==> config.mk <==
export PLATFORM = sky130hd
export DESIGN_NAME = pttr_queue
export DESIGN_NICKNAME = d
export VERILOG_FILES = /design/src/rtl/core/pttr_pkg.sv /design/src/rtl/core/pttr_queue.sv
export SDC_FILE = /design/constraint.sdc
export NUM_CORES = 1
export LEC_CHECK = 0
export ABC_AREA = 0
export BUFFER_PORTS_ARGS = -buffer_cell sky130_fd_sc_hd__buf_2
export CORE_UTILIZATION = 46
export DETAILED_ROUTE_END_ITERATION = 12
export GPL_TIMING_DRIVEN = 0
export MAX_ROUTING_LAYER = met4
export PLACE_DENSITY = 0.69
export SLEW_MARGIN = 40
export SYNTH_ARGS = -nofsm -noshare
export SYNTH_HDL_FRONTEND = slang
export SYNTH_SLANG_ARGS = --single-unit
export TNS_END_PERCENT = 1
==> constraint.sdc <==
create_clock -name clk -period 6.16 [get_ports clk]
set_input_delay 1.232 -clock clk [delete_from_list [all_inputs] [get_ports clk]]
set_output_delay 1.232 -clock clk [all_outputs]
set_load 0.01 [all_outputs]
==> src/rtl/core/pttr_pkg.sv <==
// Shared types, constants and helper functions for the palette texture expander.
`timescale 1ns / 1ps

package pttr_pkg;

  // Input item kinds
  localparam logic MODE_PALETTE_WRITE = 1'b0;
  localparam logic MODE_PIXEL_BYTE    = 1'b1;

  // Color depth register values
  localparam logic DEPTH_4BPP = 1'b0;
  localparam logic DEPTH_8BPP = 1'b1;

  // Register indexes on the configuration port
  localparam logic [1:0] REG_COLOR_DEPTH_MODE = 2'd0;
  localparam logic [1:0] REG_TEXTURE_WIDTH    = 2'd1;
  localparam logic [1:0] REG_TEXTURE_HEIGHT   = 2'd2;

  // Register reset values
  localparam logic        RESET_COLOR_DEPTH = DEPTH_8BPP;
  localparam logic [15:0] RESET_WIDTH       = 16'd256;
  localparam logic [15:0] RESET_HEIGHT      = 16'd256;

  // Raw alpha at or above this saturates to full opacity
  localparam logic [7:0] ALPHA_SAT = 8'h7F;

  // Op queue between front and back
  localparam int QUEUE_DEPTH = 4;
  localparam int QUEUE_AW    = 2;

  typedef struct packed {
    logic        color_depth_mode;
    logic [15:0] texture_width;
    logic [15:0] texture_height;
  } cfg_t;

  // One queued op: a palette write or one visible pixel lookup
  typedef struct packed {
    logic        is_write;
    logic [7:0]  idx;
    logic [31:0] data;       // {alpha, blue, green, red}
    logic        item_last;
    logic        frame_last;
  } op_t;

  function automatic logic [7:0] expand_alpha(input logic [7:0] a);
    logic [7:0] r;
    if (a >= ALPHA_SAT) begin
      r = 8'hFF;
    end else if (a == 8'd0) begin
      r = 8'd0;
    end else begin
      r = {a[6:0] + 7'd1, 1'b0};
    end
    return r;
  endfunction

  function automatic logic [7:0] swap_bits_3_4(input logic [7:0] p);
    return {p[7:5], p[3], p[4], p[2:0]};
  endfunction

endpackage

==> src/rtl/core/pttr_queue.sv <==
// Small op queue decoupling the front end from the palette back end.
`timescale 1ns / 1ps

module pttr_queue (
  input  logic          clk,
  input  logic          rst,
  input  logic          push,
  input  pttr_pkg::op_t push_op,
  output logic          full,
  output logic          head_valid,
  output pttr_pkg::op_t head_op,
  input  logic          pop
);
  import pttr_pkg::*;

  op_t               slots [QUEUE_DEPTH];
  logic [QUEUE_AW-1:0] wr_ptr;
  logic [QUEUE_AW-1:0] rd_ptr;
  logic [QUEUE_AW:0]   count;

  assign full       = (count == (QUEUE_AW + 1)'(QUEUE_DEPTH));
  assign head_valid = (count != '0);
  assign head_op    = slots[rd_ptr];

  always_ff @(posedge clk) begin
    if (push) begin
      slots[wr_ptr] <= push_op;
    end
  end

  always_ff @(posedge clk) begin
    if (rst) begin
      wr_ptr <= '0;
      rd_ptr <= '0;
      count  <= '0;
    end else begin
      if (push) begin
        wr_ptr <= wr_ptr + 1'b1;
      end
      if (pop) begin
        rd_ptr <= rd_ptr + 1'b1;
      end
      case ({push, pop})
        2'b10:   count <= count + 1'b1;
        2'b01:   count <= count - 1'b1;
        default: count <= count;
      endcase
    end
  end

endmodule

Word-level counts from Yosys, hierarchy flattened --
Memories as Yosys holds them, arrays and structs flattened. A register that Yosys moved wholly into a read port is not among the register bits. Cells that the tools add are included. Widths: inputs -> output; s select.
Word-level totals: flip-flop bits (word level) 7, logic and storage cells 18, output and inout port bits 45, RAM bits 172, memories 1
Memories:
- slots | depth 4, width 43, read ports 1, clocked after memory_dff 1, wr ports 1, RTL line pttr_queue.sv:16 | op_t slots [QUEUE_DEPTH];
Operators by class: muxes and demuxes 5, reduce and logical (&&, ||, !) cells 2, $add $sub $neg 4, equality and inequality tests 3
Operator list (number):
- $pmux 3 s2 | 1
- $add 2x1->2 const B | 2
- $mux 2 | 2
- $add 3x1->3 const B | 1
- $eq 3x3->1 const B | 1
- $reduce_bool 3->1 | 1
- $sub 3x1->3 const B | 1
- $eq 2x1->1 const B | 1
- $eq 2x2->1 const B | 1
- $mux 1 | 2
- $reduce_bool 2->1 | 1

Logic depth before layout (Yosys ltp) --
word-level depth 3, gate-level depth with buffers 6

Worst setup path after synthesis --
No wires, ideal clock.
kind in2reg, from input port push, to memory slots[0][0] in the netlist's numbering, enable pin, data required time 5.755 ns, cell stages on the path 1, arrival 2.270 ns, buffers on the path 0, setup slack 3.485 ns, path through and2_1
On the way: longest elaborated chain between the ends 2
RTL lines:
- from (decl) | RTL line pttr_queue.sv:7 | input logic push,
- $mux 1 | RTL line pttr_queue.sv:26 | if (push) begin
- $mux 1 (implied by the code) | RTL line pttr_queue.sv:27 | slots[wr_ptr] <= push_op;
- to (decl) | RTL line pttr_queue.sv:16
No other way between the ends.

==> impl_metrics.toml <==
[place]
gp_congestion = 0.657
dp_slack_ns = 3.39
hpwl_mm = 6.62
numPortBuffers = 90

[clocking]
clkTransAtPathRegs_ns = 0.06
cts_tree = "yes"
clock_sinks = 181
hold_buffers = 0
clockBufferDepth = 2
clockRootBuffer = "clkbuf_16"
insertion_delay_ns = 0.42
cts_resized = 0
post_cts_buffers = 0
numCtsBuffers = 17
cts_max_level = 4

[sta]
fin_crit_sh_pct = 50.4
hold_viol_final = 0
worst_pin_slew_ns = 0.367
clock.fmax_mhz = 322
fin_ws_ns = 3.06
rsz0062_at_grt = "no"
holdWs_ns = 0.506
relSlewSlack_pct = 75.5
drv_slew = 0
period_minus_slack_ns = 3.10
finalClockSkew_ns = 0.00633
setup_viol = 0
fin_tns_setup_ns = 0

[routing]
wl_met1_mm = 4.99
wl_met2_mm = 5.27
ant_nets = 0
wl_per_cell_um = 19.2
drt_iter0_markers = 157
vias_per_cell = 5.21
dr.max_layer_used = "met4"
first_pass_iters = 4
dr_wl_met3_um = 536
num_vias = 2993
route.detailed.drc = 0
postRouteWirelength_mm = 11.0

[synthesis]
ys_ff_latch = 181
yosysSeqAreaShare_pct = 79.9
syn_avg_cell_area_sq_um = 24.9
synth_fp_nets = 321
synth_warnings = 0
netlist_area_sq_um = 6690
syn_inst = 268
post_synth_num_cell_types = 21

[die]
floorplan.rows = 43
start_util_pct = 47.6
core-area_sq_um = 14000
die-area_sq_um = 15000
die_w_um = 123
num_io_pins = 92
die_y_um = 123

[worst_setup_path]
slowest_delay_ns = 0.37
ff2ff_setup_slack_ns = 4.61
r2r_start = "wr_ptr[0]$_SDFFE_PP0P_"
arrival_ns = 1.87
crit_fanout = 10
crit_chain = "clkbuf_1, buf_2, mux4_2, buf_2"
path_class = "flop to output port"
endpoint = "head_op[10]"
worstSetupStartpointType = "flop"
r2r-end = "slots[0][3]$_DFFE_PP_"
cp_slowest_cell = "mux4_2"
cp_common_cell = "buf_2"
reg2regPathDepth = 4
cp-end-kind = "output port"
required_ns = 4.93

[global_route]
grt_max_degree = 31
grt_pass1_vias = 3060
antenna_found_initial = 1
grt_use_total_pct = 16.7
grt-ovfl-total = 0
grt_first_pass_wirelength_mm = 16.9

[pwr]
powerDensity_nw_per_um2 = 342
p_leak_uw = 0.00275
peakVddDrop_v = 0.000216

[cells_and_area]
fin_nets = 434
drive_gt1_share_pct = 44.0
final_common_cell = "edfxtp_1"
syn2layout_area_growth_pct = 20.0
layout_common_cells = "edfxtp_1 (172), buf_2 (94), mux4_2 (40), clkbuf_16 (17), dfxtp_1 (9)"

[outcome]
outcome = "complete, no violations"

[hold_path]
hold_path.class = "flop to flop"

[flow_run]
maxCapViolCount = 0
-- critical path, delay by kind of cell, from the launching register on --
kind	cells	cell delay (ns)
mux	1	0.37
buf+inv	3	0.77
flops	1	0.31
-- cells in the mapped netlist --
cell	instances	area share [%]
nor2_1	7	0.39
o21ai_0	1	0.075
nand2_1	1	0.056
dfxtp_1	9	2.7
buf_6	1	0.17
and2_1	4	0.37
mux4_2	40	13
buf_2	4	0.30
clkbuf_1	2	0.11
or3_1	2	0.19
a21oi_1	1	0.075
xor2_1	2	0.26
mux4_1	3	1.2
inv_1	3	0.17
xnor2_1	3	0.39
buf_12	4	1.2
ha_1	5	0.94
edfxtp_1	172	77
fa_1	1	0.30
nor3b_1	1	0.11
mux2i_1	2	0.30
-- cell type report --
| type | count | area, sq um |
|---|---|---|
| antenna | 1 | 2.50 |
| buffer | 11 | 119 |
| clock buffer | 20 | 437 |
| clock inverter | 11 | 135 |
| fill | 1048 | 6020 |
| inverter | 3 | 11.3 |
| multi-input combinational | 73 | 1220 |
| sequential | 181 | 5350 |
| tap | 180 | 225 |
| timing repair buffer | 94 | 531 |
-- sequential cells by signal, indices dropped and copies added (netlist names), named ones only --
register / count
count: 3
rd_ptr: 2
slots: 172
wr_ptr: 2
-- where the power goes --
group	internal (uW)	leakage (uW)	switching, uW
Combinational	135	0.000825	139
Clock	630	0.000271	414
Sequential	1410	0.00165	15.6
Total	2180	0.00275	569
-- stage by stage --
step	area, sq um	total power [uW]	util (%)	cells
global route	8030	2850	57.2	574
finish	8030	2740	57.2	574
detailed placement	7450	1730	53.1	542
CTS	8020	2780	57.1	573
global placement	7360	1720	52.4	538
floorplan	6690	1620	-	268
-- worst min-delay path by stage --
stage,end,startpoint,cells past startpoint,slack [ns]
global route,count[2]$_SDFFE_PP0P_,count[2]$_SDFFE_PP0P_,2,0.55
floorplan,count[2]$_SDFFE_PP0P_,count[2]$_SDFFE_PP0P_,2,0.46
global placement,count[2]$_SDFFE_PP0P_,count[2]$_SDFFE_PP0P_,2,0.47
CTS,count[2]$_SDFFE_PP0P_,count[2]$_SDFFE_PP0P_,2,0.52
detailed placement,count[2]$_SDFFE_PP0P_,count[2]$_SDFFE_PP0P_,2,0.51
finish,count[2]$_SDFFE_PP0P_,count[2]$_SDFFE_PP0P_,2,0.51
-- metal layers --
layer,up-vias,GRT usage [%]
li1,1352,-
met1,1551,21.7
met2,73,24.4
met3,17,5.02
met4,0,7.70
met5,-,-
-- logic make-up (layout without fill, tap and decap cells) --
logic type	after synthesis	in the layout	synth area share, %
xor+xnor	5	5	0.655
flops	181	181	79.9
compound gates	2	2	0.150
buf+inv	14	139	1.95
simple gates	15	15	1.12
other cells	0	1	0
fa+ha+maj	6	6	1.24
mux	45	45	15.0
(Power assumes the default switching activity.)
