## src/rtl/core/pttr_pkg.sv

```systemverilog
// Shared types, constants and helper functions for the palette texture expander.
`timescale 1ns / 1ps

package pttr_pkg;

  // Input item kinds
  localparam logic MODE_PALETTE_WRITE = 1'b0;
  localparam logic MODE_PIXEL_BYTE    = 1'b1;

  // Color depth register values
  localparam logic DEPTH_4BPP = 1'b0;
  localparam logic DEPTH_8BPP = 1'b1;

  // Register indexes on the configuration port
  localparam logic [1:0] REG_COLOR_DEPTH_MODE = 2'd0;
  localparam logic [1:0] REG_TEXTURE_WIDTH    = 2'd1;
  localparam logic [1:0] REG_TEXTURE_HEIGHT   = 2'd2;

  // Register reset values
  localparam logic        RESET_COLOR_DEPTH = DEPTH_8BPP;
  localparam logic [15:0] RESET_WIDTH       = 16'd256;
  localparam logic [15:0] RESET_HEIGHT      = 16'd256;

  // Raw alpha at or above this saturates to full opacity
  localparam logic [7:0] ALPHA_SAT = 8'h7F;

  // Op queue between front and back
  localparam int QUEUE_DEPTH = 4;
  localparam int QUEUE_AW    = 2;

  typedef struct packed {
    logic        color_depth_mode;
    logic [15:0] texture_width;
    logic [15:0] texture_height;
  } cfg_t;

  // One queued op: a palette write or one visible pixel lookup
  typedef struct packed {
    logic        is_write;
    logic [7:0]  idx;
    logic [31:0] data;       // {alpha, blue, green, red}
    logic        item_last;
    logic        frame_last;
  } op_t;

  function automatic logic [7:0] expand_alpha(input logic [7:0] a);
    logic [7:0] r;
    if (a >= ALPHA_SAT) begin
      r = 8'hFF;
    end else if (a == 8'd0) begin
      r = 8'd0;
    end else begin
      r = {a[6:0] + 7'd1, 1'b0};
    end
    return r;
  endfunction

  function automatic logic [7:0] swap_bits_3_4(input logic [7:0] p);
    return {p[7:5], p[3], p[4], p[2:0]};
  endfunction

endpackage

```

## src/rtl/core/pttr_front.sv

```systemverilog
// Front end: accepts items, steps the row/column counters and emits palette write and visible pixel ops.
`timescale 1ns / 1ps

module pttr_front (
  input  logic           clk,
  input  logic           rst,
  input  pttr_pkg::cfg_t cfg,
  input  logic           in_valid,
  output logic           in_ready,
  input  logic           mode,
  input  logic [7:0]     entry_position,
  input  logic [7:0]     red_in,
  input  logic [7:0]     green_in,
  input  logic [7:0]     blue_in,
  input  logic [7:0]     alpha_in,
  input  logic [7:0]     pixel_byte,
  output logic           push,
  output pttr_pkg::op_t  push_op,
  input  logic           q_full
);
  import pttr_pkg::*;

  logic [15:0] column_count;
  logic [15:0] row_count;
  logic        pending;
  logic [3:0]  pend_nib;

  logic        take_in;
  logic        do_pend;
  logic        pix_step;
  logic        depth8;
  logic [16:0] aligned;
  logic [15:0] rows;
  logic [16:0] col_inc;
  logic [16:0] row_inc;
  logic        wrap;
  logic [15:0] col_adv;
  logic [15:0] row_adv;
  logic        vis;
  logic        vis_next;
  logic        frame_l;
  logic [7:0]  pix_idx;
  logic        pix_last;

  assign depth8   = (cfg.color_depth_mode == DEPTH_8BPP);
  assign in_ready = !pending && !q_full;
  assign take_in  = in_valid && in_ready;
  assign do_pend  = pending && !q_full;
  assign pix_step = (take_in && (mode == MODE_PIXEL_BYTE)) || do_pend;

  // padded row length, at least one group of 8
  assign aligned = (cfg.texture_width == 16'd0) ? 17'd8
                 : (({1'b0, cfg.texture_width} + 17'd7) & ~17'd7);
  assign rows    = (cfg.texture_height == 16'd0) ? 16'd1 : cfg.texture_height;

  assign col_inc = {1'b0, column_count} + 17'd1;
  assign row_inc = {1'b0, row_count} + 17'd1;
  assign wrap    = (col_inc >= aligned);
  assign col_adv = wrap ? 16'd0 : col_inc[15:0];
  always_comb begin
    row_adv = row_count;
    if (wrap) begin
      row_adv = (row_inc >= {1'b0, rows}) ? 16'd0 : row_inc[15:0];
    end
  end

  assign vis      = (column_count < cfg.texture_width);
  assign vis_next = (col_adv < cfg.texture_width);
  assign frame_l  = (col_inc == {1'b0, cfg.texture_width}) && (row_inc >= {1'b0, rows});

  always_comb begin
    if (do_pend) begin
      pix_idx  = {4'd0, pend_nib};
      pix_last = 1'b1;
    end else if (depth8) begin
      pix_idx  = pixel_byte;
      pix_last = 1'b1;
    end else begin
      pix_idx  = {4'd0, pixel_byte[3:0]};
      pix_last = !vis_next;   // high nibble will be padding
    end
  end

  always_comb begin
    push_op = '0;
    if (take_in && (mode == MODE_PALETTE_WRITE)) begin
      push_op.is_write = 1'b1;
      push_op.idx      = depth8 ? swap_bits_3_4(entry_position) : entry_position;
      push_op.data     = {expand_alpha(alpha_in), blue_in, green_in, red_in};
    end else begin
      push_op.idx        = pix_idx;
      push_op.item_last  = pix_last;
      push_op.frame_last = frame_l;
    end
  end

  assign push = (take_in && (mode == MODE_PALETTE_WRITE)) || (pix_step && vis);

  always_ff @(posedge clk) begin
    if (rst) begin
      column_count <= '0;
      row_count    <= '0;
      pending      <= 1'b0;
    end else begin
      if (take_in && (mode == MODE_PALETTE_WRITE)) begin
        column_count <= '0;
        row_count    <= '0;
      end else if (pix_step) begin
        column_count <= col_adv;
        row_count    <= row_adv;
      end
      if (do_pend) begin
        pending <= 1'b0;
      end else if (take_in && (mode == MODE_PIXEL_BYTE) && !depth8) begin
        pending <= 1'b1;
      end
    end
  end

  always_ff @(posedge clk) begin
    if (take_in) begin
      pend_nib <= pixel_byte[7:4];
    end
  end

endmodule

```

## config.mk

```make
export PLATFORM = sky130hd
export DESIGN_NAME = pttr_front
export DESIGN_NICKNAME = d
export VERILOG_FILES = /design/src/rtl/core/pttr_pkg.sv /design/src/rtl/core/pttr_front.sv
export SDC_FILE = /design/constraint.sdc
export NUM_CORES = 1
export LEC_CHECK = 0
export BUFFER_PORTS_ARGS = -buffer_cell sky130_fd_sc_hd__buf_2
export CAP_MARGIN = 10
export CORE_MARGIN = 4
export CORE_UTILIZATION = 45
export DETAILED_ROUTE_END_ITERATION = 8
export GPL_TIMING_DRIVEN = 0
export PLACE_DENSITY = 0.7
export SYNTH_ARGS = -nofsm -noshare
export SYNTH_HDL_FRONTEND = slang
export SYNTH_SLANG_ARGS = --single-unit
```

## constraint.sdc

```tcl
create_clock -name clk -period 7.3 [get_ports clk]
set_input_delay 1.095 -clock clk [delete_from_list [all_inputs] [get_ports clk]]
set_output_delay 1.095 -clock clk [all_outputs]
set_load 0.01 [all_outputs]
```

==> Word-level counts from Yosys, hierarchy flattened <==
Index checks and enable logic that the tools add are counted.
{ "op_classes": {"addsub": 4, "order_cmp": 5, "eq_ne": 1, "n_mux": 15, "bitwise": 1, "n_reduce_logical": 20} }
{ "ops": {"columns": ["op", "n"], "rows": [
  ["2-to-1 mux 16 bit", 3],
  ["2-to-1 mux 8 bit", 5],
  ["adder 16 x 1 -> 17 bit (second input constant)", 2],
  ["logical NOT 16 bit", 2],
  ["less-than comparator 16 bit", 2],
  ["2-to-1 mux 32 bit", 1],
  ["adder 16 x 3 -> 17 bit (second input constant)", 1],
  ["== test 17 x 16 -> 1 bit", 1],
  ["greater-or-equal comparator 17 x 16 -> 1 bit", 1],
  ["greater-or-equal comparator 17 bit", 1],
  ["2-to-1 mux 17 bit", 1],
  ["greater-or-equal comparator 8 x 7 -> 1 bit (second input constant)", 1],
  ["logical AND 1 bit", 8],
  ["logical NOT 8 bit", 1],
  ["adder 7 x 1 -> 7 bit (second input constant)", 1],
  ["2-to-1 mux 5 bit", 1],
  ["logical NOT 1 bit", 4],
  ["OR reduction 2 bit", 2],
  ["2-to-1 mux 1 bit", 3],
  ["logical OR 1 bit", 2],
  ["2-to-1 mux 2 bit", 1],
  ["AND reduction 2 bit", 1],
  ["inverter 1 bit", 1]
]} }
{ "word_totals": {"reg_bits": 37, "input_bits": 86} }

==> Longest topological paths before layout <==
{ "logic_depth": {"word_depth": 9, "depth_mapped": 23, "depth_no_buf": 21} }

==> Worst setup path before layout <==
No wires, ideal clock.
{ "synth_timing": {"path_kind": "input-to-output", "start": "in cfg[18] (netlist bit)", "end": "out push_op[1] (netlist bit)", "arrival_ns": 5.074, "t_required_ns": 6.205, "setup_slack_ns": 1.131, "path_stages": 20, "cell_sequence": "o31a_1 and3_1 nand3_1 nor2_1 nand2_1 nor4_1 nand4_1 ha_1 nand4_1 a2111o_1 nand3_4 clkbuf_1 buf_2 nor2_1 ha_1 nor2b_1 a2111oi_0 o21ai_0 a221o_1 a21o_1"} }
{ "synth_lines": {"columns": ["item", "line", "source"], "rows": [
  ["from (decl)", "pttr_front.sv:7", "input pttr_pkg::cfg_t cfg,"],
  ["to (decl)", "pttr_front.sv:18", "output pttr_pkg::op_t push_op,"]
]} }

==> results.txt <==
----------------------------------------------------
[Outcome]
  Result of the run ... complete, no violations

[Logic synthesis]
  Compound-Gate Fraction of Synth Area ... 20.7%
  Adder and majority gate portion of the synthesized area ... 17.0%
  Main combinational cell family by area after synthesis ... simple AND/OR/NAND/NOR gates
  Area fraction of the dominant cell type after synthesis ... 17.0%
  Synthesis-stage register bit count ... 37
  Synthesized-area fraction occupied by and/or/nand/nor cells ... 27.6%
  Seq/Total Area, Yosys ... 16.1%
  Synth async-reset ratio ... 0%
  Number of enable flip-flop cells after synthesis ... 4
  Average cell area after synthesis ... 7.63 um^2
  Yosys synthesis warning count ... 0
  Multiplexer area fraction after synthesis ... 1.47%
  Mapped Cells ... 636
  Distinct cell type count of the synthesized netlist ... 71
  Syn nets ... 788
  Dominant cells by area after synthesis ... sky130_fd_sc_hd__ha_1 (17%), sky130_fd_sc_hd__dfxtp_1 (14%), sky130_fd_sc_hd__xnor2_1 (7.6%), sky130_fd_sc_hd__o21ai_0 (4.5%), sky130_fd_sc_hd__nand2_1 (4.2%)
  Library cell occupying the most area in the post-synthesis netlist ... sky130_fd_sc_hd__ha_1
  Synthesized-area fraction occupied by xor and xnor cells ... between 10% and 20%
  Netlist area before placement ... 4850 um^2
  Most common flop cell mapped by yosys ... sky130_fd_sc_hd__dfxtp_1

[Min path]
  HP Class ... reg2reg

[Critical path]
  Critical path required time ... 6.20 ns
  Worst Setup Start Kind ... primary input
  Worst Setup Path Type ... in2out
  Data arrival time of the worst path ... 5.87 ns
  Largest fanout on the critical path ... 10
  Slowest cell on the critical path ... sky130_fd_sc_hd__a221o_1
  Ordered cell list for the critical path ... buf_2 -> o31a_1 -> and3_1 -> nand3_1 -> nor2_2 -> and4_1 -> nand3_1 -> xnor2_1 -> ha_1 -> nand4_1 -> a2111o_1 -> nand3_4 -> clkbuf_2 -> clkbuf_4 -> nor2_1 -> ha_1 -> nor2b_1 -> a2111oi_1 -> o21ai_0 -> a221o_1 -> a21o_1 -> buf_2
  Worst path max stage delay ... ~0.38 ns
  Critical Path Sink Type ... output port

[Global route]
  Congestion Overflow GR ... 0
  Via count of the first global-routing pass ... between 4000 and 5000
  All-layer global routing usage ... between 20% and 30%
  Wire length of the first global-routing pass ... 22800 um
  Maximum number of pins on one net before global-route repair ... 12
  Antenna violations before repair ... 0

[Clocking]
  Worst-path clk slew ... 0.07 ns
  Number of CTS-inserted buffers ... 5
  Clock tree buffer depth ... 2
  Total number of H-tree levels ... 2
  Insertion delay to the later sink of the worst-skew pair ... 0.30 ns
  Total clock sinks ... 37
  CTS root buf ... sky130_fd_sc_hd__clkbuf_8
  Post-CTS Repair Setup Buffers ... 0
  CTS tree ... done

[Finish]
  Final antenna diode count ... 0
  Final non-filler cell area ... 5760 um^2
  Final instance count without filler cells ... about 910
  Final nets ... 922
  Fraction of layout instances using a drive strength above 1 ... 23.0%
  Area delta synth->final ... 18.7%
  Filler Cell Count ... 990

[Route]
  Wire length after detailed routing ... 14000 um
  Remaining DRCs ... 0
  First-iteration detailed-routing DRC count ... roughly 270
  Count of vias placed by the detailed router ... 5051
  WL per Instance ... 15.4 um
  Drt first pass iters ... 5
  Antenna Violating Nets Remaining ... 0
  Vias per inst ... about 5.6

[Floorplan]
  Row count ... 37
  Die ar. ... 12500 um^2
  Die height ... 112 um
  # IOs ... between 100 and 150
  Effective utilization at floorplan ... 46.6%
  X dimension of the die ... around 110 um
  Placeable core region ... 10400 um^2

[Timing]
  Max-slew headroom at the worst pin ... a little under half
  Pins over their slew limit ... 0
  Share of the cycle needed by the critical path after routing ... a little over nine tenths
  Post-layout minimum cycle time ... 6.96 ns
  Final setup violating endpoints ... 0
  Final Hold Slack ... 0.517 ns
  Slew at the pin closest to its max-slew limit ... 0.817 ns
  Crit path setup slack, layout ... 0.340 ns
  Setup repair after global routing missed its margin ... no
  Final setup TNS ... 0 ns
  Final Hold Fails ... 0
  Clock Skews ... 0.00712 ns
  Fmax ... 0.144 GHz

[Pwr]
  LEAKAGE ... 2.85 nW
  Peak supply drop ... roughly 0.076 mV
  PD cells ... 83.4 nW/um^2

[Placed design]
  Placed standard-cell area ... 5650 um^2
  Gpl congestion ... 0.925
  IO Port Bufs ... 126
  Worst-case setup slack after placement ... 0.0589 ns
  Placed Instances ... 898
  Detail Placement HPWL ... ~11000 um

[Flow run]
  Max-cap violations ... 0

----------------------------------------------------
## synthesized netlist by cell type (all sizes together) (2+ instances only)
library cell	instances
a31oi	2
a211oi	4
nand2	54
nor4b	3
or3	2
a32o	3
dfxtp	33
mux2i	6
a21oi	41
a41o	2
and3	13
o32ai	3
nor2b	15
nor3b	4
nand3	20
a21o	13
xnor2	42
xor2	14
a22oi	4
or2	4
o2111ai	5
or4	2
nand3b	8
edfxtp	4
and2	27
nor4	11
a22o	9
nand4	18
o31ai	2
o21a	3
buf	10
a2111oi	2
ha	66
nor2	43
inv	50
nor3	16
clkbuf	18
a31o	3
o21ai	44
## registers in the layout, summed over array words and instances (netlist names)
| name | count |
|---|---|
| row_count | 16 |
| column_count | 16 |
| pending | 1 |
| pend_nib | 4 |
## final cells by class
type | count | area (um^2) | area share (%)
Buffer | 28 | 134 | 2.33
Sequential cell | 37 | 781 | 13.6
Multi-Input combinational cell | 521 | 3770 | 65.4
Clock buffer | 5 | 68.8 | 1.20
Inverter | 50 | 188 | 3.26
Timing Repair Buffer | 127 | 636 | 11.0
Tap cell | 136 | 170 | 2.96
Clock inverter | 3 | 12.5 | 0.217
## through the flow
stage               util [%]  total power [mW]
CTS                     55.0             0.482
detailed placement      54.2             0.343
finish                  55.3             0.480
global placement        54.2             0.340
global route            55.3             0.509
floorplan                  -             0.286
## logic make-up after synthesis
family,after synthesis
compound gates,150
buf+inv,78
fa+ha+maj,66
mux,7
simple gates,241
xor+xnor,57
flops,37
## path summary, 6_finish.rpt
path	start	end	slack [ns]	cells past startpoint
setup / recovery	cfg[18]	push_op[1]	0.34	22
setup reg to reg	column_count[1]	row_count[7]	3.29	14
hold / removal	row_count[3]	row_count[3]	0.52	1
hold reg to reg	row_count[3]	row_count[3]	0.52	1
## where the power goes
part           switching [mW]  total, mW  internal, mW
Combinational          0.0756      0.133        0.0574
Clock                  0.0749      0.139        0.0643
Sequential           0.000874      0.208         0.207
## routing by layer
layer	routed length, um	global-route usage, %
met1	6180	27.5
met2	6630	37.4
met3	1000	4.51
met4	162	4.22
met5	0	0
## cells in the final DEF, fill, tap and decap left out, types with 12 or more instances in the layout
cell,synthesis,layout
sky130_fd_sc_hd__a21oi_1,40,40
sky130_fd_sc_hd__and2_1,26,26
sky130_fd_sc_hd__and3_1,12,12
sky130_fd_sc_hd__buf_2,5,130
sky130_fd_sc_hd__clkbuf_1,18,17
sky130_fd_sc_hd__dfxtp_1,33,33
sky130_fd_sc_hd__ha_1,66,66
sky130_fd_sc_hd__inv_1,50,50
sky130_fd_sc_hd__nand2_1,54,54
sky130_fd_sc_hd__nand3_1,18,18
sky130_fd_sc_hd__nand4_1,16,16
sky130_fd_sc_hd__nor2_1,43,42
sky130_fd_sc_hd__nor2b_1,14,14
sky130_fd_sc_hd__nor3_1,15,15
sky130_fd_sc_hd__o21ai_0,44,44
sky130_fd_sc_hd__xnor2_1,42,42
sky130_fd_sc_hd__xor2_1,14,14
## what timing repair did
item,4_1_cts,5_1_grt
hold buffers,0,0
setup endpoints to repair,0,1
gates resized for setup,0,7
endpoints found under the hold margin,0,0
## worst max-delay path: cells and delay by family
kind / cells / cell delay [ns]
xor+xnor: 1 / 0.17
compound gates: 6 / 1.73
buf+inv: 4 / 0.73
simple gates: 9 / 1.54
fa+ha+maj: 2 / 0.59
No activity file was read; power rests on OpenSTA's default activity.
